===== src/rtl/crlfll_pkg.sv =====
`timescale 1ns / 1ps
`default_nettype none
// ----------------------------------------------------------------------------
// crlfll_pkg
// Shared types and constants for the CR LF normalizer and line locator.
// ----------------------------------------------------------------------------
package crlfll_pkg;

	localparam int unsigned MAX_LINES = 4096;
	localparam int unsigned ADDR_W    = $clog2(MAX_LINES);
	localparam int unsigned LC_W      = ADDR_W + 1;
	localparam int unsigned POS_W     = 21;
	localparam int unsigned QPOS_W    = 20;
	localparam logic [POS_W-1:0] MAX_CHARS = POS_W'(1048576);
	localparam logic [LC_W-1:0]  LC_FULL   = LC_W'(MAX_LINES);

	localparam logic [7:0] CH_CR = 8'h0D;
	localparam logic [7:0] CH_LF = 8'h0A;

	localparam logic CMD_BYTE  = 1'b0;
	localparam logic CMD_QUERY = 1'b1;
	localparam logic KIND_BYTE = 1'b0;
	localparam logic KIND_LOC  = 1'b1;

	localparam int unsigned OQ_DEPTH = 4;
	localparam int unsigned OQ_PTR_W = 2;
	localparam int unsigned OQ_CNT_W = 3;

	typedef struct packed {
		logic             kind;
		logic [7:0]       data;
		logic [LC_W-1:0]  line;
		logic [POS_W-1:0] col;
		logic             ovf;
		logic             last;
	} result_t;

	typedef struct packed {
		logic [1:0] n;
		result_t    r0;
		result_t    r1;
	} push_t;

	typedef enum logic [1:0] {
		ST_IDLE,
		ST_PROBE,
		ST_COMPARE,
		ST_FINISH
	} state_t;

endpackage

`default_nettype wire


===== src/rtl/crlfll_outq.sv =====
`timescale 1ns / 1ps
`default_nettype none
// ----------------------------------------------------------------------------
// crlfll_outq
// Result queue; takes up to two results per cycle, releases one.
// ----------------------------------------------------------------------------
module crlfll_outq (
	input  wire logic                                  clk,
	input  wire logic                                  arst_n,
	input  wire crlfll_pkg::push_t                     push,
	input  wire logic                                  pop,
	output logic      [crlfll_pkg::OQ_CNT_W-1:0]       count,
	output crlfll_pkg::result_t                        head
);

	crlfll_pkg::result_t ent_q [crlfll_pkg::OQ_DEPTH];
	logic [crlfll_pkg::OQ_PTR_W-1:0] head_q;
	logic [crlfll_pkg::OQ_PTR_W-1:0] tail_q;
	logic [crlfll_pkg::OQ_CNT_W-1:0] count_q;
	logic [crlfll_pkg::OQ_PTR_W-1:0] tail_nx;

	assign tail_nx = tail_q + crlfll_pkg::OQ_PTR_W'(1);
	assign count   = count_q;
	assign head    = ent_q[head_q];

	always_ff @(posedge clk or negedge arst_n) begin
		if (!arst_n) begin
			head_q  <= '0;
			tail_q  <= '0;
			count_q <= '0;
		end else begin
			if (pop) begin
				head_q <= head_q + crlfll_pkg::OQ_PTR_W'(1);
			end
			tail_q  <= tail_q + crlfll_pkg::OQ_PTR_W'(push.n);
			count_q <= count_q + crlfll_pkg::OQ_CNT_W'(push.n)
				- crlfll_pkg::OQ_CNT_W'(pop);
		end
	end

	always_ff @(posedge clk) begin
		if (push.n != 2'd0) begin
			ent_q[tail_q] <= push.r0;
		end
		if (push.n == 2'd2) begin
			ent_q[tail_nx] <= push.r1;
		end
	end

endmodule

`default_nettype wire


===== config.mk =====
export PLATFORM = sky130hd
export DESIGN_NAME = crlfll_outq
export DESIGN_NICKNAME = d
export VERILOG_FILES = /design/src/rtl/crlfll_pkg.sv /design/src/rtl/crlfll_outq.sv
export SDC_FILE = /design/constraint.sdc
export NUM_CORES = 1
export LEC_CHECK = 0
export ABC_AREA = 1
export ABC_CLOCK_PERIOD_IN_PS = 2550
export BUFFER_PORTS_ARGS = -buffer_cell sky130_fd_sc_hd__buf_2
export CORE_ASPECT_RATIO = 1.2
export CORE_MARGIN = 2
export CORE_UTILIZATION = 44
export CTS_CLUSTER_DIAMETER = 30
export DETAILED_ROUTE_END_ITERATION = 16
export HOLD_SLACK_MARGIN = 0.06
export PLACE_DENSITY_LB_ADDON = 0.25
export REMOVE_ABC_BUFFERS = 1
export SYNTH_ARGS = -nofsm -noshare
export SYNTH_HDL_FRONTEND = slang
export SYNTH_SLANG_ARGS = --single-unit
export TNS_END_PERCENT = 10

===== constraint.sdc =====
create_clock -name clk -period 2.55 [get_ports clk]
set_input_delay 0.6375 -clock clk [delete_from_list [all_inputs] [get_ports clk]]
set_output_delay 0.6375 -clock clk [all_outputs]
set_load 0.05 [all_outputs]

==> flow_summary.yaml <==
detailed_routing:
  avgViaCountPerCell: 5.19
  dr_total_vias: 9129
  wl_mm: 30.1
  dr.first_iter.drc_count: 790
  post_drt_wl_per_cell_um: 17.1
  ant_nets: 0
  drc: 0
  first_pass_iters: 5
clocking:
  clkTransAtPathRegs_ns: 0.06
  cts_buffers: 17
  cts_tree: "done"
  clock_path_buffers: 2
  cts.sinks: 187
  clock-root-buffer: "clkbuf_16"
  cts-htree-levels: 4
  cts_setup_buffers: 0
  insertion_delay_ns: 0.44
setup_path:
  r2r_start: "tail_q[0]"
  cp-start-kind: "flip-flop"
  crit_start: "head_q[0]"
  end_kind: "output pin"
  worstPathMaxFanout: 53
  critical_path_class: "flip-flop to output pin"
  cp.arrival_ns: 1.92
  required_ns: 1.91
die:
  rows: 61
  design.core.area_um2: 23200
  die_w_um: 144
  start_util_pct: 44.9
  die_y_um: 173
  dieArea_um2: 24900
  ios: 143
synthesis:
  yosysTopAreaCell: "edfxtp_1"
  avgSynthCellArea_um2: 7.95
  synth_top_area_share_pct: 51.9
  synth-xor-area-share_pct: 0.168
  yosys_warnings: 0
  synthAdderAreaFrac_pct: 0.673
  ys_types: 21
  syn-cell-area_um2: 10400
  synth_most_common_cell: "nand2_1"
  synth_seq_cells: 187
  netlist_top_cells_count: "nand2_1, nand3_1, edfxtp_1"
  netlist_instances: 1310
  yosysSeqAreaShare_pct: 53.6
  synth_mux_area_share_pct: 0
  synth-edff-count: 180
  yosys_most_used_dff: "edfxtp_1"
  synth_top_family_by_area: "simple AND/OR/NAND/NOR gates"
  yosys-top-cells-area: "edfxtp_1, nand2_1, nand3_1"
  synthSimpleGateAreaFrac_pct: 36.2
  synth-compound-area-share_pct: 0
  synthArstFlopShare_pct: 3.74
sta:
  finalSetupTns_ns: -0.0147
  period_needed_ns: 2.56
  rsz0062_at_grt: "yes"
  hold_viol: 0
  worst_pin_slew_ns: 0.721
  max_freq_mhz: 391
  setup_ws_ns: -0.00890
  slew_violations: 0
  clock_skew_ns: 0.0101
  setup_viol: 2
  fin_crit_sh_pct: 100
  max_slew_margin_pct: 52.0
  whs_ns: 0.454
placed_design:
  port_buffers: 142
  finalWeightedCongestion: 0.799
  dp_hpwl_mm: 17.6
grt:
  grt-ovfl-total: 0
  grt_pass1_vias: 8712
  track_usage_pct: 24.3
  grt_max_degree: 87
  grt_pass1_wl_mm: 46.1
  antenna_found_initial: 6
power:
  p_leak_nw: 6.10
  ir_drop_mv: 0.769
  p_per_area_nw_per_um2: 1330
layout:
  layout-drive-gt1-share_pct: 18.8
  areaGrowthSynthToFinish_pct: 17.5
  final_nets: 1529
  fillers: 2213
outcome:
  violations: "setup timing"
  status: "finished, violations left"
hold_path:
  min_path_type: "input port to flip-flop"
  hp-start: "pop"
job:
  cap_viol_max_count: 0
-- power breakdown --
group          switching, W  internal [W]
logic               0.00616       0.00223
clock network       0.00116       0.00170
registers          0.000324       0.00469
total               0.00765       0.00862
-- sequential cells by signal, indices dropped and copies added, names as in the netlist --
| name | flops |
|---|---|
| ent_q | 180 |
| count | 3 |
| tail_q | 2 |
| head_q | 2 |
-- final timing paths --
| kind | end | slack, ns | cells past startpoint |
|---|---|---|---|
| min in group asynchronous | count[2] | 0.57 | 2 |
| setup reg to reg | ent_q[1][29] | 0.58 | 5 |
| hold / removal | head_q[0] | 0.45 | 2 |
| max in group asynchronous | head_q[0] | 1.77 | 2 |
| setup / recovery | head[12] | -0.009 | 5 |
| hold reg to reg | count[2] | 0.51 | 2 |
-- critical path, stage by stage, from the launching register on --
cell and delay [ns]:
dfrtp_4 0.56, buf_12 0.22, or2_2 0.31, nand3_1 0.07
nand2_1 0.09, buf_2 0.22
-- per-layer routing --
metal	routed length (um)	track usage (%)
met3	2390	5.15
met2	15100	41.2
met4	771	10.3
met5	35	0
met1	11800	29.9
-- layout by cell type, fill, tap and decap left out, drive strengths merged --
cell	count
nand2	611
nand3	226
edfxtp	180
buf	158
inv	152
or2	45
clkbuf	40
dfrtp	7
nor2	5
ha	4
bufinv	4
diode	3
clkinvlp	3
xor2	2
nand3b	1
fa	1
clkinv	1
bufbuf	1
dlygate4sd3	1
-- timing repair --
item,in CTS,in global routing
gates resized for setup,4,29
endpoints found under the hold margin,7,0
setup endpoints to repair,3,27
gates cloned,1,1
hold buffers,1,0
-- cell families after synthesis --
group,count (synthesis)
adders and majority gates,5
xor gates and xnor gates,2
DFF,187
and+or+nand+nor,888
buffers and inverters,228
-- layout make-up --
class	count	area [um2]	share of cell area, %
diodes	3	7.51	0.0614
flip-flops and latches	187	5590	45.6
well taps	315	394	3.22
multi-input cells	895	3890	31.8
clock inverters	10	165	1.35
clock buffers	22	464	3.79
repair buffers	178	1160	9.51
inverters	150	563	4.60
-- through the flow --
stage | cells | total power (W) | util (%) | instance area (um2) | setup WS [ns]
5_1_grt | 1759 | 0.0171 | 52.7 | 12200 | -0.0459
3_3_place_gp | 1722 | 0.0130 | 49.4 | 11500 | 0.453
2_1_floorplan | 1232 | 0.0104 | - | 10000 | -2.20
6_report | 1760 | 0.0163 | 52.7 | 12200 | -0.00890
3_5_place_dp | 1722 | 0.0131 | 49.4 | 11500 | 0.448
4_1_cts | 1756 | 0.0161 | 52.3 | 12100 | 0.000882
Power figures use the tool's default switching activity.
