**config.mk**
```make
export PLATFORM = sky130hd
export DESIGN_NAME = crlfll_ram
export DESIGN_NICKNAME = d
export VERILOG_FILES = /design/src/rtl/crlfll_ram.sv
export SDC_FILE = /design/constraint.sdc
export NUM_CORES = 1
export LEC_CHECK = 0
export ABC_AREA = 1
export BUFFER_PORTS_ARGS = -buffer_cell sky130_fd_sc_hd__buf_2
export CORE_MARGIN = 5
export CORE_UTILIZATION = 47
export CTS_CLUSTER_SIZE = 40
export DETAILED_ROUTE_END_ITERATION = 6
export GPL_TIMING_DRIVEN = 0
export PLACE_DENSITY = 0.66
export SYNTH_ARGS = -nofsm -noshare
export SYNTH_HDL_FRONTEND = slang
export SYNTH_SLANG_ARGS = --single-unit
```
**constraint.sdc**
```tcl
create_clock -name clk -period 1.1 [get_ports clk]
set_clock_uncertainty 0.1 [all_clocks]
set_input_delay 0.055 -clock clk [delete_from_list [all_inputs] [get_ports clk]]
set_output_delay 0.055 -clock clk [all_outputs]
set_load 0.1 [all_outputs]
```
**src/rtl/crlfll_ram.sv**
```systemverilog
`timescale 1ns / 1ps
`default_nettype none
// ----------------------------------------------------------------------------
// crlfll_ram
// Generic simple dual-port RAM, one write port, one registered read port.
// ----------------------------------------------------------------------------
module crlfll_ram #(
	parameter int unsigned WIDTH = 8,
	parameter int unsigned DEPTH = 16
) (
	input  wire logic                     clk,
	input  wire logic                     wr_en,
	input  wire logic [$clog2(DEPTH)-1:0] wr_addr,
	input  wire logic [WIDTH-1:0]         wr_data,
	input  wire logic                     rd_en,
	input  wire logic [$clog2(DEPTH)-1:0] rd_addr,
	output logic      [WIDTH-1:0]         rd_data
);

	logic [WIDTH-1:0] mem [DEPTH];

	always_ff @(posedge clk) begin
		if (wr_en) begin
			mem[wr_addr] <= wr_data;
		end
		if (rd_en) begin
			rd_data <= mem[rd_addr];
		end
	end

endmodule

`default_nettype wire

```
==> results of run 1 <==
-- cells by family after synthesis --
group / after synthesis
DFF: 136
buffers and inverters: 126
and+or+nand+nor: 289
-- flip-flops by register name, indices dropped and copies added (netlist names) --
register,count
rd_data,8
mem,128
-- final cells by class --
cell class              count  area share
plain buffers              24      0.0233
repair buffers             32      0.0358
inverters                 102      0.0536
multi-input cells         289       0.207
clock inverters            14      0.0186
clock buffers              18      0.0601
flip-flops and latches    136       0.572
well taps                 168      0.0294
-- what timing repair did --
item,in CTS,in global routing
endpoints found under the hold margin,120,5
pin swaps,11,15
hold buffers,8,1
endpoints found under the setup margin,64,72
gates resized for setup,47,36
-- per-layer routing --
layer,GRT usage,up-vias,share of wire
met5,0,-,0
met4,0.0798,0,0.026
met3,0.0548,26,0.062
met2,0.307,126,0.45
met1,0.279,1857,0.46
li1,-,1891,-
-- final timing paths --
path | end | slack [ns] | cells past startpoint
worst min register to register | rd_data[2] | 0.69 | 6
worst min-delay path | rd_data[0] | 0.06 | 4
worst max-delay path | rd_data[3] | -0.13 | 6
worst max register to register | rd_data[3] | -0.13 | 6
-- worst reg2reg max path, delay by kind of cell (launching register included) --
kind	cells	cell delay [ns]
flops	1	0.37
simple gates	5	0.43
buf+inv	1	0.09
-- Yosys cell counts --
cell and count:
buf_4 4, nand2_1 173, buf_2 13, nand3b_1 2, inv_1 100, edfxtp_1 136, buf_1 1, nand3_1 97
inv_2 2, buf_6 6, nor2_1 17
-- power breakdown --
part           leakage, nW  total [mW]  switching, mW  internal [mW]
registers             1.24        5.87         0.0318           5.84
clock network        0.271        5.39           2.09           3.30
logic                 1.52        1.07          0.768          0.299
total                 3.03        12.3           2.89           9.44
==> flow_summary_export.csv, run 1 <==
group,metric,value,unit
layout,final_util,0.589,
critical_path,r2r_start,"mem[12][3]",
routing,drt-total-wl,14100,um
layout,multi_input_area,1480,um2
synthesis,synth_top_family_by_area,"simple AND/OR/NAND/NOR gates",
floorplanning,die_area,14800,um2
synthesis,ys_types,11,
critical_path,critPathLaunch,"mem[12][3]",
pwr,power.total,12.3,mW
placed_design,io_buffers,23,
placed_design,dpl_cell_area,6170,um2
clock_network,cts_num_sinks,136,
critical_path,start_kind,"flip-flop",
floorplanning,initial_core_util,0.483,
synthesis,syn-instance-count,551,
sta,finalSetupTns,-1.11,ns
critical_path,crit_path_cell_trace,"inv_1 > nand2_1 > nand3_1 > nand3_2 > nand3_2 > nand2_1",
clock_network,clk_pin_slew,0.06,ns
sta,rsz0062_at_grt,"true",
synthesis,ys_ff_latch,136,
clock_network,clockBufferDepth,2,
clock_network,clock_latency,0.42,ns
sta,period_needed,1.23,ns
layout,area_growth,22.1,%
layout,n_antenna_cell,0,
layout,postLayoutCellArea,7140,um2
sta,hold_ws,0.0597,ns
layout,layout.nets,621,
critical_path,path_delay_family,"simple AND/OR/NAND/NOR gates",
critical_path,worstPathMaxFanout,1,
floorplanning,ioPinCount,27,
routing,drc_errors,0,
routing,vias,3900,
sta,finalSetupViolCount,16,
global_route,grt_remaining_overflow,0,
worst_hold_path,hp-start,"rd_addr[2]",
synthesis,synthTopCellsByArea,"edfxtp_1, nand2_1, nand3_1, inv_1, buf_6",
layout,final_cell_mix,"nand2_1, edfxtp_1, inv_1, nand3_1, nand3_2",
synthesis,synthesis.area,5850,um2
routing,drtPass1Iterations,5,
routing,drt_iter0_drc,369,
layout,drive_above_1_share,0.229,
placed_design,dp_slack,-0.640,ns
floorplanning,coreArea,12100,um2
worst_hold_path,worstHoldPathType,"in -> reg",
routing,viasPerCell,4.98,
floorplanning,rows,40,
routing,drtAntennaViolNets,0,
synthesis,synthAdderAreaFrac,0,
layout,layout_commonest_cell,"nand2_1",
layout,final_cells,783,
clock_network,clockRootBuffer,"clkbuf_16",
sta,slew_viol_final,0,
sta,hold_viol,0,
layout,seq_area,4080,um2
layout,n_fill_cell,1014,
critical_path,critPathKind,"reg -> reg",
synthesis,synth-compound-area-share,0,
global_route,grt_pass1_wl,21500,um
pwr,peakVddDrop,975,uV
pwr,power_density,1730,nW/um2
synthesis,yosys.area_share.simple,0.208,
synthesis,avgSynthCellArea,10.6,um2
clock_network,cts_made_buffers,17,
global_route,grt_pass1_vias,3790,
global_route,grt_use_total,0.203,
pwr,leakage,3.03,nW
sta,tightest_slew,0.681,ns
synthesis,ys_warn_count,0,
critical_path,cp.required,1.16,ns
routing,avgRoutedWirePerCell,18.0,um
critical_path,crit_path_max_incr_delay,0.37,ns
critical_path,crit_buf_inv,1,
global_route,antenna_found_initial,0,
synthesis,synthXorXnorAreaFrac,0,
sta,post-route-period-util,1.12,
placed_design,dp.cells,742,
floorplanning,die_h,122,um
job,cap_violations,0,
placed_design,gp_routability_congestion,0.868,
synthesis,synth_top_area_frac,0.698,
run_status,status,"finished with violations",
sta,setup_slack,-0.133,ns
synthesis,muxShareOfSynthArea,0,
sta,max_freq,811,MHz
clock_network,cts_setup_buffers,0,
clock_network,cts_tree,"yes",
synthesis,synth_top_cell_by_area,"edfxtp_1",
synthesis,syn-num-nets,570,
run_status,violations,"negative setup slack",
critical_path,end_kind,"flip-flop",
sta,slew_headroom,0.546,
floorplanning,die_x,122,um
clock_network,htreeDepth,4,
critical_path,cpMaxStageDelayCell,"edfxtp_1",
critical_path,arrival,1.30,ns
global_route,grt_max_degree,17,
placed_design,dpl.hpwl,9210,um
synthesis,seq_area_frac_synth,0.698,
Note: power is estimated with default switching activity, not from simulation.
==> run 2: changes to the inputs <==
- CTS_CLUSTER_DIAMETER: default -> 50
- PLACE_DENSITY: 0.66 -> default
- clock period: 1.1 -> 1.2 ns (I/O delays scaled with it)
==> run 2 against run 1 <==
The flow finishes with violations (negative hold slack, negative setup slack). Flip-flop and latch count unchanged. Die area unchanged. Wire length increased by 1.5%. Largest cell class unchanged. Largest power group unchanged.
==> flow_summary_export.csv, run 2 (synthesis gave the netlist of run 1 again) <==
group,metric,value,unit
run_status,status,"finished with violations",
run_status,violations,"negative hold slack, negative setup slack",
floorplanning,die_x,122,um
layout,largest_reg_flops,128,
layout,seq_area,4080,um2
critical_path,cp.required,1.14,ns
layout,multi_input_area,1530,um2
layout,final_cell_mix,"nand2_1, edfxtp_1, inv_1, nand3_1, nand3_2",
critical_path,r2r_cells,6,
placed_design,gp_routability_congestion,0.840,
critical_path,r2r_start,"mem[7][1]",
layout,area_growth,22.1,%
floorplanning,die_area,14800,um2
sta,hold_viol,1,
sta,hold_ws,-0.000758,ns
layout,final_util,0.589,
critical_path,critPathLaunch,"wr_addr[3]",
clock_network,htreeDepth,4,
global_route,grt_pass1_vias,3699,
layout,layout.nets,620,
global_route,antenna_found_initial,0,
critical_path,endpoint,"mem[5][3]",
pwr,power.total,11.0,mW
layout,top_regs,"mem: 128 flops, rd_data: 8 flops",
sta,setup_slack,-0.00996,ns
critical_path,r2r-end,"rd_data[1]",
floorplanning,ioPinCount,27,
clock_network,cts_num_sinks,136,
routing,drt-total-wl,14300,um
sta,slew_viol_final,0,
clock_network,clockRootBuffer,"clkbuf_16",
job,cap_violations,0,
critical_path,start_kind,"input pin",
global_route,grt_use_total,0.204,
sta,post-route-period-util,1.01,
placed_design,io_buffers,23,
critical_path,arrival,1.15,ns
global_route,grt_pass1_wl,21600,um
floorplanning,rows,40,
clock_network,clock_latency,0.42,ns
sta,max_freq,826,MHz
pwr,leakage,3.03,nW
layout,top_register,"mem",
routing,avgRoutedWirePerCell,18.3,um
sta,period_needed,1.21,ns
routing,drt_iter0_drc,435,
placed_design,dpl.hpwl,9360,um
floorplanning,die_h,122,um
routing,viasPerCell,5.02,
sta,tightest_slew,0.775,ns
layout,n_fill_cell,1057,
placed_design,dp_slack,-0.425,ns
routing,wl_met3,1020,um
layout,n_antenna_cell,0,
routing,top_layer_used,"met4",
global_route,grt_max_degree,17,
floorplanning,coreArea,12100,um2
critical_path,worstPathMaxFanout,8,
sta,finalSetupViolCount,9,
routing,wl_met2,6330,um
routing,drtPass1Iterations,5,
critical_path,r2r_slack,-0.01,ns
routing,drtAntennaViolNets,0,
routing,vias,3923,
sta,rsz0062_at_grt,"true",
clock_network,clk_pin_slew,0.06,ns
sta,slew_headroom,0.482,
pwr,power_density,1540,nW/um2
layout,drive_above_1_share,0.243,
clock_network,cts_tree,"yes",
worst_hold_path,worstHoldPathType,"in -> reg",
layout,layout_commonest_cell,"nand2_1",
floorplanning,initial_core_util,0.483,
critical_path,critPathKind,"in -> reg",
routing,wl_met1,6610,um
clock_network,clockBufferDepth,2,
routing,drc_errors,0,
clock_network,cts_made_buffers,17,
critical_path,end_kind,"flip-flop",
pwr,peakVddDrop,879,uV
global_route,grt_remaining_overflow,0,
==> run 2: per-stage QoR <==
stage / area [um2] / hold slack, ns / setup TNS [ns] / std cells
2_1_floorplan: 5850 / 0.0589 / 0 / 551
3_3_place_gp: 6170 / 0.290 / -42.54 / 742
3_5_place_dp: 6170 / 0.306 / -44.05 / 742
4_1_cts: 6840 / 0.000811 / -0.0113 / 782
5_1_grt: 7140 / 0.00580 / -1.80 / 782
6_report: 7140 / -0.000758 / -0.0784 / 782
==> run 2: routing by layer <==
| layer | global-route usage | vias to the layer above |
|---|---|---|
| met3 | 0.0409 | 29 |
| li1 | - | 1885 |
| met2 | 0.297 | 159 |
| met4 | 0.0854 | 0 |
| met1 | 0.301 | 1850 |
| met5 | 0 | - |
==> run 2: how the worst min path moves through the flow <==
stage                          start  slack (ns)  cells after the start         end
after detailed placement       rd_en        0.31                      1  rd_data[2]
after floorplan           wr_data[0]        0.06                      0   mem[0][0]
after CTS                 wr_data[0]      0.0008                      1   mem[9][0]
after global routing      wr_data[0]       0.006                      1  mem[15][0]
after global placement         rd_en        0.29                      1  rd_data[4]
final                     wr_data[0]     -0.0008                      1  mem[15][0]
==> run 2: repair_timing <==
item | CTS | global route
pin swaps | 1 | 22
setup endpoints to repair | 13 | 79
endpoints found under the hold margin | 111 | 0
setup buffers | 0 | 0
hold buffers | 8 | 0
gates resized for setup | 19 | 74
==> run 2: worst max-delay path, stage by stage <==
cell      delay, ns
buf_2          0.12
nand3b_1       0.30
nor2_1         0.67
==> run 2: report_power, final <==
group	internal [mW]	switching, mW	total, mW
combinational	0.280	0.721	1.00
clock	2.77	1.85	4.61
sequential	5.36	0.0287	5.38
total	8.41	2.59	11.0
==> run 2: layout make-up <==
cell class | instances | share of cell area
clock inverters | 14 | 0.0126
plain buffers | 24 | 0.0233
flip-flops and latches | 136 | 0.572
well taps | 168 | 0.0295
multi-input cells | 289 | 0.214
repair buffers | 31 | 0.0344
inverters | 102 | 0.0536
clock buffers | 18 | 0.0601
