`config.mk`:
```
export PLATFORM = sky130hd
export DESIGN_NAME = crlfll_pos_step
export DESIGN_NICKNAME = d
export VERILOG_FILES = /design/src/rtl/crlfll_pkg.sv /design/src/rtl/crlfll_ram_dummy_guard.sv
export SDC_FILE = /design/constraint.sdc
export NUM_CORES = 1
export LEC_CHECK = 0
export ABC_CLOCK_PERIOD_IN_PS = 1470
export BUFFER_PORTS_ARGS = -buffer_cell sky130_fd_sc_hd__buf_2
export CORE_AREA = 4 4 41 43
export DETAILED_ROUTE_END_ITERATION = 10
export DIE_AREA = 0 0 45 47
export GPL_ROUTABILITY_DRIVEN = 0
export PLACE_DENSITY = 0.86
export SLEW_MARGIN = 20
export SYNTH_ARGS = -nofsm -noshare
export SYNTH_HDL_FRONTEND = slang
export SYNTH_SLANG_ARGS = --single-unit
```
`constraint.sdc`:
```
create_clock -name vclk -period 1.47
set_input_delay 0.3675 -clock vclk [all_inputs]
set_output_delay 0.3675 -clock vclk [all_outputs]
set_load 0.005 [all_outputs]
```
`src/rtl/crlfll_pkg.sv`:
```
`timescale 1ns / 1ps
`default_nettype none
// ----------------------------------------------------------------------------
// crlfll_pkg
// Shared types and constants for the CR LF normalizer and line locator.
// ----------------------------------------------------------------------------
package crlfll_pkg;

	localparam int unsigned MAX_LINES = 4096;
	localparam int unsigned ADDR_W    = $clog2(MAX_LINES);
	localparam int unsigned LC_W      = ADDR_W + 1;
	localparam int unsigned POS_W     = 21;
	localparam int unsigned QPOS_W    = 20;
	localparam logic [POS_W-1:0] MAX_CHARS = POS_W'(1048576);
	localparam logic [LC_W-1:0]  LC_FULL   = LC_W'(MAX_LINES);

	localparam logic [7:0] CH_CR = 8'h0D;
	localparam logic [7:0] CH_LF = 8'h0A;

	localparam logic CMD_BYTE  = 1'b0;
	localparam logic CMD_QUERY = 1'b1;
	localparam logic KIND_BYTE = 1'b0;
	localparam logic KIND_LOC  = 1'b1;

	localparam int unsigned OQ_DEPTH = 4;
	localparam int unsigned OQ_PTR_W = 2;
	localparam int unsigned OQ_CNT_W = 3;

	typedef struct packed {
		logic             kind;
		logic [7:0]       data;
		logic [LC_W-1:0]  line;
		logic [POS_W-1:0] col;
		logic             ovf;
		logic             last;
	} result_t;

	typedef struct packed {
		logic [1:0] n;
		result_t    r0;
		result_t    r1;
	} push_t;

	typedef enum logic [1:0] {
		ST_IDLE,
		ST_PROBE,
		ST_COMPARE,
		ST_FINISH
	} state_t;

endpackage

`default_nettype wire

```
`src/rtl/crlfll_ram_dummy_guard.sv`:
```
`timescale 1ns / 1ps
`default_nettype none
// ----------------------------------------------------------------------------
// crlfll_pos_step
// Saturating advance of the output position for one emitted byte.
// ----------------------------------------------------------------------------
module crlfll_pos_step (
	input  wire logic                            en,
	input  wire logic [crlfll_pkg::POS_W-1:0]    pos,
	output logic      [crlfll_pkg::POS_W-1:0]    pos_next,
	output logic                                 sat
);

	always_comb begin
		pos_next = pos;
		sat      = 1'b0;
		if (en) begin
			if (pos < crlfll_pkg::MAX_CHARS) begin
				pos_next = pos + crlfll_pkg::POS_W'(1);
			end else begin
				sat = 1'b1;
			end
		end
	end

endmodule

`default_nettype wire

```
==> results of run 1 <==
[logic make-up (layout without fill, tap and decap cells)]
| family | count (synthesis) | after routing |
|---|---|---|
| compound gates | 1 | 1 |
| buf+inv | 0 | 76 |
| xor+xnor | 19 | 19 |
| simple gates | 42 | 42 |
| fa+ha+maj | 1 | 1 |
[layout by cell type (no fill, tap or decap), drive strengths merged]
cell    count
buf        76
nor3        1
nor4        4
nor2b       1
nand2      15
nand3b      1
nand2b      1
a21o        1
and3        1
ha          1
nor2        3
nand4b      1
xnor2      16
xor2        3
nand3       8
and2        2
nand4       4
[per-stage QoR]
stage | util | std cells | hold slack, ns | setup TNS, ns
4_1_cts | 0.785 | 151 | 1.01 | -5.24
3_5_place_dp | 0.688 | 147 | 1.02 | -5.68
6_report | 0.868 | 154 | 1.02 | -6.35
3_3_place_gp | 0.688 | 147 | 1.02 | -4.95
5_1_grt | 0.868 | 154 | 1.04 | -7.37
2_1_floorplan | - | 63 | 0.785 | -0.509
[repair_timing]
action | 4_1_cts | 5_1_grt
endpoints found under the setup margin | 19 | 21
hold buffers | 0 | 0
pin swaps | 15 | 13
setup buffers | 4 | 3
gates resized for setup | 20 | 21
[where the power goes]
group / total (uW) / internal, uW / switching [uW]
clock: 0 / 0 / 0
combinational: 277 / 147 / 130
sequential: 0 / 0 / 0
[per-layer routing]
layer  GRT usage  part of all wire  wire [um]
met1       0.235              0.40       1120
met2       0.449              0.47       1340
met3      0.0460             0.093        263
met4      0.0585             0.034         97
met5           0                 0          0
[layout make-up]
class	count	area, um2
fillers	66	171
multi-input cells	63	586
well taps	15	18.8
repair buffers	76	526
[worst min-delay path, delay by kind of cell]
family	cells	cell delay [ns]
buf+inv	2	0.23
xor+xnor	1	0.06
[synthesized netlist by cell type]
| cell type | n | area, um2 |
|---|---|---|
| nand3_4 | 1 | 17.5 |
| nand2_1 | 15 | 56.3 |
| xor2_1 | 3 | 26.3 |
| nor4_4 | 2 | 42.5 |
| nor2_1 | 3 | 11.3 |
| and3_1 | 1 | 6.26 |
| nor4_1 | 2 | 12.5 |
| nand4b_1 | 1 | 8.76 |
| nand4_1 | 4 | 25.0 |
| nand2b_1 | 1 | 6.26 |
| xnor2_1 | 16 | 140 |
| nand3_1 | 7 | 35.0 |
| and2_2 | 1 | 7.51 |
| nor2b_1 | 1 | 6.26 |
| ha_1 | 1 | 12.5 |
| a21o_1 | 1 | 7.51 |
| nor3_1 | 1 | 5.00 |
| nand3b_1 | 1 | 7.51 |
| and2_1 | 1 | 6.26 |
[path summary, 6_finish.rpt]
kind / from / endpoint / slack, ns / cells past startpoint
max: pos[0] / pos_next[10] / -0.48 / 7
min: pos[14] / pos_next[14] / 1.02 / 3
==> results.yml, run 1 <==
yosys:
  ys_types: 19
  synth_nets: 86
  ys_warn_count: 0
  synthCells: 63
  seq_area_frac_synth: 0
  synth_fa_ha_area_frac: 0.0284
  syn_area_um2: 440
  yosys.area_share.simple: 0.577
  syn_avg_cell_area_um2: 6.99
  synthXorXnorAreaFrac: 0.378
  synth_top_family_by_area: "simple AND/OR/NAND/NOR gates"
  synth_mux_area_frac: 0
  synth_compound_area_frac: 0.0170
layout:
  nNetsFinal: 164
  syn_to_final_growth_pct: 157
  drive_above_1_share: 0.719
  nFlopsAndLatches: 0
  ff_latch_area_um2: 0
  antenna_cells: 0
  clockBufferCount: 0
  fin_area_um2: 1130
grt:
  antenna_found_initial: 0
  grt_max_degree: 6
  grt_pass1_wl_mm: 3.51
  grt_pass1_vias: 780
  grt_use_total: 0.225
  gr-total-overflow: 0
detailed_routing:
  viasPerCell: 5.29
  wl_per_cell_um: 18.4
  via_count: 815
  wirelength_mm: 2.83
  drtIter0Drc: 13
  drc: 0
  drt-pass1-iter-count: 4
  ant_nets: 0
critical_path:
  endpoint_kind: "output pin"
  worstPathArrival_ns: 1.58
  cp_slowest_stage_delay_ns: 0.36
  cp_slowest_cell: "nor4_4"
  critPathTopFamily: "simple AND/OR/NAND/NOR gates"
  worstSetupPathType: "in2out"
  cp-start-kind: "primary input"
  critPathBufInv: 2
  cp_max_fo: 5
  path_cells: "buf_8, ha_4, nand3_4, nor4_4, nand2_1, xnor2_1, buf_2"
  critPathRequiredTime_ns: 1.10
placement:
  post-place-ws_ns: -0.417
  dp_hpwl_mm: 1.56
  numPortBuffers: 44
  place_area_um2: 895
sta:
  slew_headroom: 0.753
  timing.fmax_ghz: 0.514
  finalCritPeriodShare: 1.32
  tightestPinTransition_ns: 0.368
  grt_setup_unrepaired: "true"
  finalHoldViolCount: 0
  setup_viol: 21
  period_needed_ns: 1.95
  slew_violations: 0
  setup_ws_ns: -0.476
pwr:
  irDropWorstVdd_v: 0.000169
  powerDensity_nw_per_um2: 245
  power_leakage_uw: 0.000548
  power.total_uw: 277
floorplanning:
  die_x_um: 45
  num_io_pins: 44
  rows: 13
  start_util: 0.338
  coreArea_um2: 1300
  dieArea_um2: 2120
  dieHeight_um: 47
outcome:
  failed_checks: "negative setup slack"
  status: "finished, violations left"
job:
  maxCapViolCount: 0
worst_hold_path:
  hold_path.class: "in2out"
Note: power is estimated with default switching activity, not from simulation.
==> run 2: changes to the inputs <==
--- a/config.mk
+++ b/config.mk
@@ -11,8 +11,7 @@
 export DETAILED_ROUTE_END_ITERATION = 10
 export DIE_AREA = 0 0 45 47
 export GPL_ROUTABILITY_DRIVEN = 0
-export PLACE_DENSITY = 0.86
-export SLEW_MARGIN = 20
+export PLACE_DENSITY = 0.89
 export SYNTH_ARGS = -nofsm -noshare
 export SYNTH_HDL_FRONTEND = slang
 export SYNTH_SLANG_ARGS = --single-unit
==> run 2 against run 1 <==
  * The run still ends with negative setup slack left
  * First-iteration DRC count down 15%
  * Total power down 3.5%
  * Worst hold slack worse by 0.012 ns
  * Via count down 2.6%
  * Final cell count down 1.3%
  * Die area unchanged
  * Combinational power down 4%
  * Core utilization down 1.8 points
==> results.yml, run 2 (same netlist as run 1, synthesis figures left out) <==
detailed_routing:
  drtIter0Drc: 11
  wirelength_mm: 2.62
  via_count: 794
  drt-pass1-iter-count: 4
  wl_per_cell_um: 17.2
  viasPerCell: 5.22
  drc: 0
  ant_nets: 0
floorplanning:
  die_x_um: 45
  dieArea_um2: 2120
  dieHeight_um: 47
  num_io_pins: 44
  start_util: 0.338
  rows: 13
  coreArea_um2: 1300
job:
  maxCapViolCount: 0
critical_path:
  critPathLaunch: "pos[20]"
  cp-start-kind: "primary input"
  cp_max_fo: 3
  worstSetupPathType: "in2out"
  endpoint: "pos_next[19]"
  worstPathArrival_ns: 1.53
  critPathRequiredTime_ns: 1.10
  endpoint_kind: "output pin"
layout:
  clockBufferCount: 0
  instances_no_fill: 152
  fill_cells: 75
  fin_util: 0.850
  ff_latch_area_um2: 0
  layout_common_cells: "buf_2, buf_4, xnor2_1"
  final_common_cell: "buf_2"
  nNetsFinal: 162
  antenna_cells: 0
  nFlopsAndLatches: 0
  multi_input_area_um2: 577
  syn_to_final_growth_pct: 151
  drive_above_1_share: 0.715
sta:
  timing.fmax_ghz: 0.528
  tns_ns: -5.90
  finalCritPeriodShare: 1.29
  grt_setup_unrepaired: "true"
  slew_violations: 0
  setup_ws_ns: -0.426
  setup_viol: 21
  finalHoldViolCount: 0
  tightestPinTransition_ns: 0.340
  hold_slack_ns: 1.01
  period_needed_ns: 1.90
  slew_headroom: 0.771
worst_hold_path:
  worstHoldStart: "pos[14]"
  hold_path.class: "in2out"
grt:
  antenna_found_initial: 0
  grt_max_degree: 6
  grt_pass1_wl_mm: 3.23
  grt_use_total: 0.204
  grt_pass1_vias: 743
  gr-total-overflow: 0
placement:
  numPortBuffers: 44
  dpl.cell_count: 145
  dp_hpwl_mm: 1.44
pwr:
  powerDensity_nw_per_um2: 242
  power_leakage_uw: 0.000535
  irDropWorstVdd_v: 0.000181
  power.total_uw: 267
clock_tree:
  cts_hold_buf: 0
outcome:
  status: "finished, violations left"
  failed_checks: "negative setup slack"
run 2: changes by cell type in the layout (fill, tap and decap cells not counted), sizes merged:
cell,previous run,this run
buf,76,74
run 2: what timing repair did:
action / CTS / global route
buffers inserted: 6 / 1
setup endpoints to repair: 20 / 20
pin swaps: 16 / 14
endpoints found under the hold margin: 0 / 0
gates resized for setup: 26 / 12
run 2: final cells by class:
cell class / instances / share of cell area
well taps: 15 / 0.0170
repair buffers: 74 / 0.462
multi-input cells: 63 / 0.521
run 2: worst max-delay path: stages:
cell and delay (ns):
buf_8 0.10, nand4b_1 0.27, nor4_4 0.21, buf_4 0.18, nand2_1 0.09, xnor2_2 0.16, buf_2 0.15
run 2: how the worst min path moves through the flow:
stage | endpoint | slack, ns | depth (start not counted)
2_1_floorplan | pos_next[11] | 0.78 | 1
3_3_place_gp | pos_next[16] | 1.01 | 3
4_1_cts | pos_next[14] | 1.01 | 3
5_1_grt | pos_next[14] | 1.03 | 3
6_report | pos_next[14] | 1.01 | 3
3_5_place_dp | pos_next[16] | 1.01 | 3
run 2: routing by layer:
layer | part of all wire | vias up | global-route usage | wire length, um
met5 | 0 | - | 0 | 0
met4 | 0.029 | 0 | 0.0409 | 76
met3 | 0.082 | 8 | 0.0153 | 215
met2 | 0.51 | 54 | 0.424 | 1330
met1 | 0.38 | 362 | 0.221 | 998
li1 | - | 370 | - | -
run 2: power breakdown:
part	leakage, uW	switching, uW	total [uW]	internal, uW
logic	0.000535	123	267	144
registers	0	0	0	0
clock network	0	0	0	0
run 2: stage by stage:
step | setup WS (ns) | instance area, um2
after floorplan | -0.110 | 468
final | -0.426 | 1110
after global routing | -0.449 | 1110
after detailed placement | -0.422 | 880
after CTS | -0.365 | 1040
after global placement | -0.391 | 880
==> run 3: changes to the inputs <==
--- a/config.mk
+++ b/config.mk
@@ -5,13 +5,13 @@
 export SDC_FILE = /design/constraint.sdc
 export NUM_CORES = 1
 export LEC_CHECK = 0
-export ABC_CLOCK_PERIOD_IN_PS = 1470
+export ABC_CLOCK_PERIOD_IN_PS = 1800
 export BUFFER_PORTS_ARGS = -buffer_cell sky130_fd_sc_hd__buf_2
 export CORE_AREA = 4 4 41 43
 export DETAILED_ROUTE_END_ITERATION = 10
 export DIE_AREA = 0 0 45 47
 export GPL_ROUTABILITY_DRIVEN = 0
-export PLACE_DENSITY = 0.89
+export PLACE_DENSITY = 0.86
 export SYNTH_ARGS = -nofsm -noshare
 export SYNTH_HDL_FRONTEND = slang
 export SYNTH_SLANG_ARGS = --single-unit
==> constraint.sdc (replaced) <==
create_clock -name vclk -period 1.8
set_input_delay 0.45 -clock vclk [all_inputs]
set_output_delay 0.45 -clock vclk [all_outputs]
set_load 0.005 [all_outputs]
==> run 3 against run 2 <==
  * Non-clock buffer count rose by 1
  * Final cell count rose by 0.66%
  * Critical endpoint is now pos_next[10]
  * Largest cell class unchanged
  * Critical path type unchanged
  * The run still ends with negative setup slack left
  * Combinational power fell by 19%
  * Flip-flop and latch count did not move
  * Sequential share of layout area did not move
  * Highest routed layer unchanged
  * Largest power group unchanged
  * Setup slack improved by 0.074 ns
  * Via count rose by 7.7%
  * Count of clock-buffer cells in the layout did not move
==> results.yml, run 3 (same netlist as run 1, synthesis figures left out) <==
layout:
  instances_no_fill: 153
  fin_util: 0.839
  nFlopsAndLatches: 0
  nNetsFinal: 163
  multi_input_area_um2: 576
  final_common_cell: "buf_2"
  ff_latch_area_um2: 0
  clockBufferCount: 0
  layout_common_cells: "buf_2, buf_4, xnor2_1"
  antenna_cells: 0
  syn_to_final_growth_pct: 148
  fill_cells: 85
  fin_area_um2: 1090
  drive_above_1_share: 0.696
floorplanning:
  die_x_um: 45
  num_io_pins: 44
  rows: 13
  coreArea_um2: 1300
  dieHeight_um: 47
  start_util: 0.338
  dieArea_um2: 2120
pwr:
  power_leakage_uw: 0.000544
  powerDensity_nw_per_um2: 197
  power.total_uw: 215
  irDropWorstVdd_v: 0.000143
grt:
  met3_usage: 0.0115
  grt_pass1_wl_mm: 3.22
  grtUsageMet2: 0.438
  grt_max_degree: 6
  grt_use_total: 0.206
  antenna_found_initial: 0
  grt_pass1_vias: 778
  gr-total-overflow: 0
  globalRouteMet1Util: 0.194
  busiest_layer: "met2"
critical_path:
  worstSetupPathType: "in2out"
  cp-start-kind: "primary input"
  critPathRequiredTime_ns: 1.35
  cp_max_fo: 5
  endpoint_kind: "output pin"
  worstPathArrival_ns: 1.70
sta:
  tightestPinTransition_ns: 0.351
  finalCritPeriodShare: 1.20
  tns_ns: -4.04
  slew_headroom: 0.764
  period_needed_ns: 2.15
  finalHoldViolCount: 0
  setup_viol: 17
  timing.fmax_ghz: 0.465
  grt_setup_unrepaired: "true"
  slew_violations: 0
  setup_ws_ns: -0.351
detailed_routing:
  wl_per_cell_um: 18.6
  ant_nets: 0
  drc: 0
  drtIter0Drc: 20
  drt-pass1-iter-count: 4
  via_count: 855
  wirelength_mm: 2.85
  viasPerCell: 5.59
placement:
  numPortBuffers: 44
  place_area_um2: 860
  dp_hpwl_mm: 1.52
  dpl.cell_count: 146
worst_hold_path:
  hold_path_depth: 3
  hold_path.class: "in2out"
  whs_endpoint: "pos_next[14]"
  worstHoldStart: "pos[14]"
outcome:
  failed_checks: "negative setup slack"
  status: "finished, violations left"
job:
  maxCapViolCount: 0
run 3: changes by cell type in the layout (fill, tap and decap cells not counted), sizes merged:
cell and change:
buf +1
run 3: worst max-delay path by stage:
stage | start | end | slack [ns] | cells after the start
after floorplan | pos[20] | pos_next[17] | 0.05 | 4
after global placement | pos[20] | pos_next[17] | -0.20 | 7
after detailed placement | pos[1] | pos_next[18] | -0.34 | 7
after CTS | pos[1] | pos_next[18] | -0.31 | 7
after global routing | pos[1] | pos_next[9] | -0.39 | 8
final | pos[1] | pos_next[10] | -0.35 | 8
run 3: where the power goes:
group / leakage, uW / total (uW) / switching [uW] / internal, uW
combinational: 0.000544 / 215 / 103 / 112
clock: 0 / 0 / 0 / 0
sequential: 0 / 0 / 0 / 0
total: 0.000544 / 215 / 103 / 112
run 3: through the flow:
stage	hold slack [ns]	worst slack [ns]
2_1_floorplan	0.955	0.0529
3_3_place_gp	1.17	-0.197
3_5_place_dp	1.19	-0.335
4_1_cts	1.18	-0.305
5_1_grt	1.20	-0.392
6_report	1.19	-0.351
run 3: what timing repair did:
action                                  in CTS  in global routing
buffers inserted                             3                  6
pin swaps                                   16                 20
gates resized for setup                     18                 20
endpoints found under the setup margin      17                 18
hold buffers                                 0                  0
run 3: per-layer routing:
layer	vias to the layer above	share of wire
li1	374	-
met1	396	0.36
met2	67	0.49
met3	18	0.086
met4	0	0.063
met5	-	0
run 3: critical path, stage by stage:
cell	delay (ns)
buf_8	0.07
buf_6	0.10
ha_4	0.15
nand3_4	0.11
nor4_4	0.27
nand2_1	0.15
xnor2_1	0.23
buf_2	0.16
run 3: area by class of cell:
class	instances	area share
tap	15	0.0172
multi-input combinational	63	0.527
timing repair buffer	75	0.456
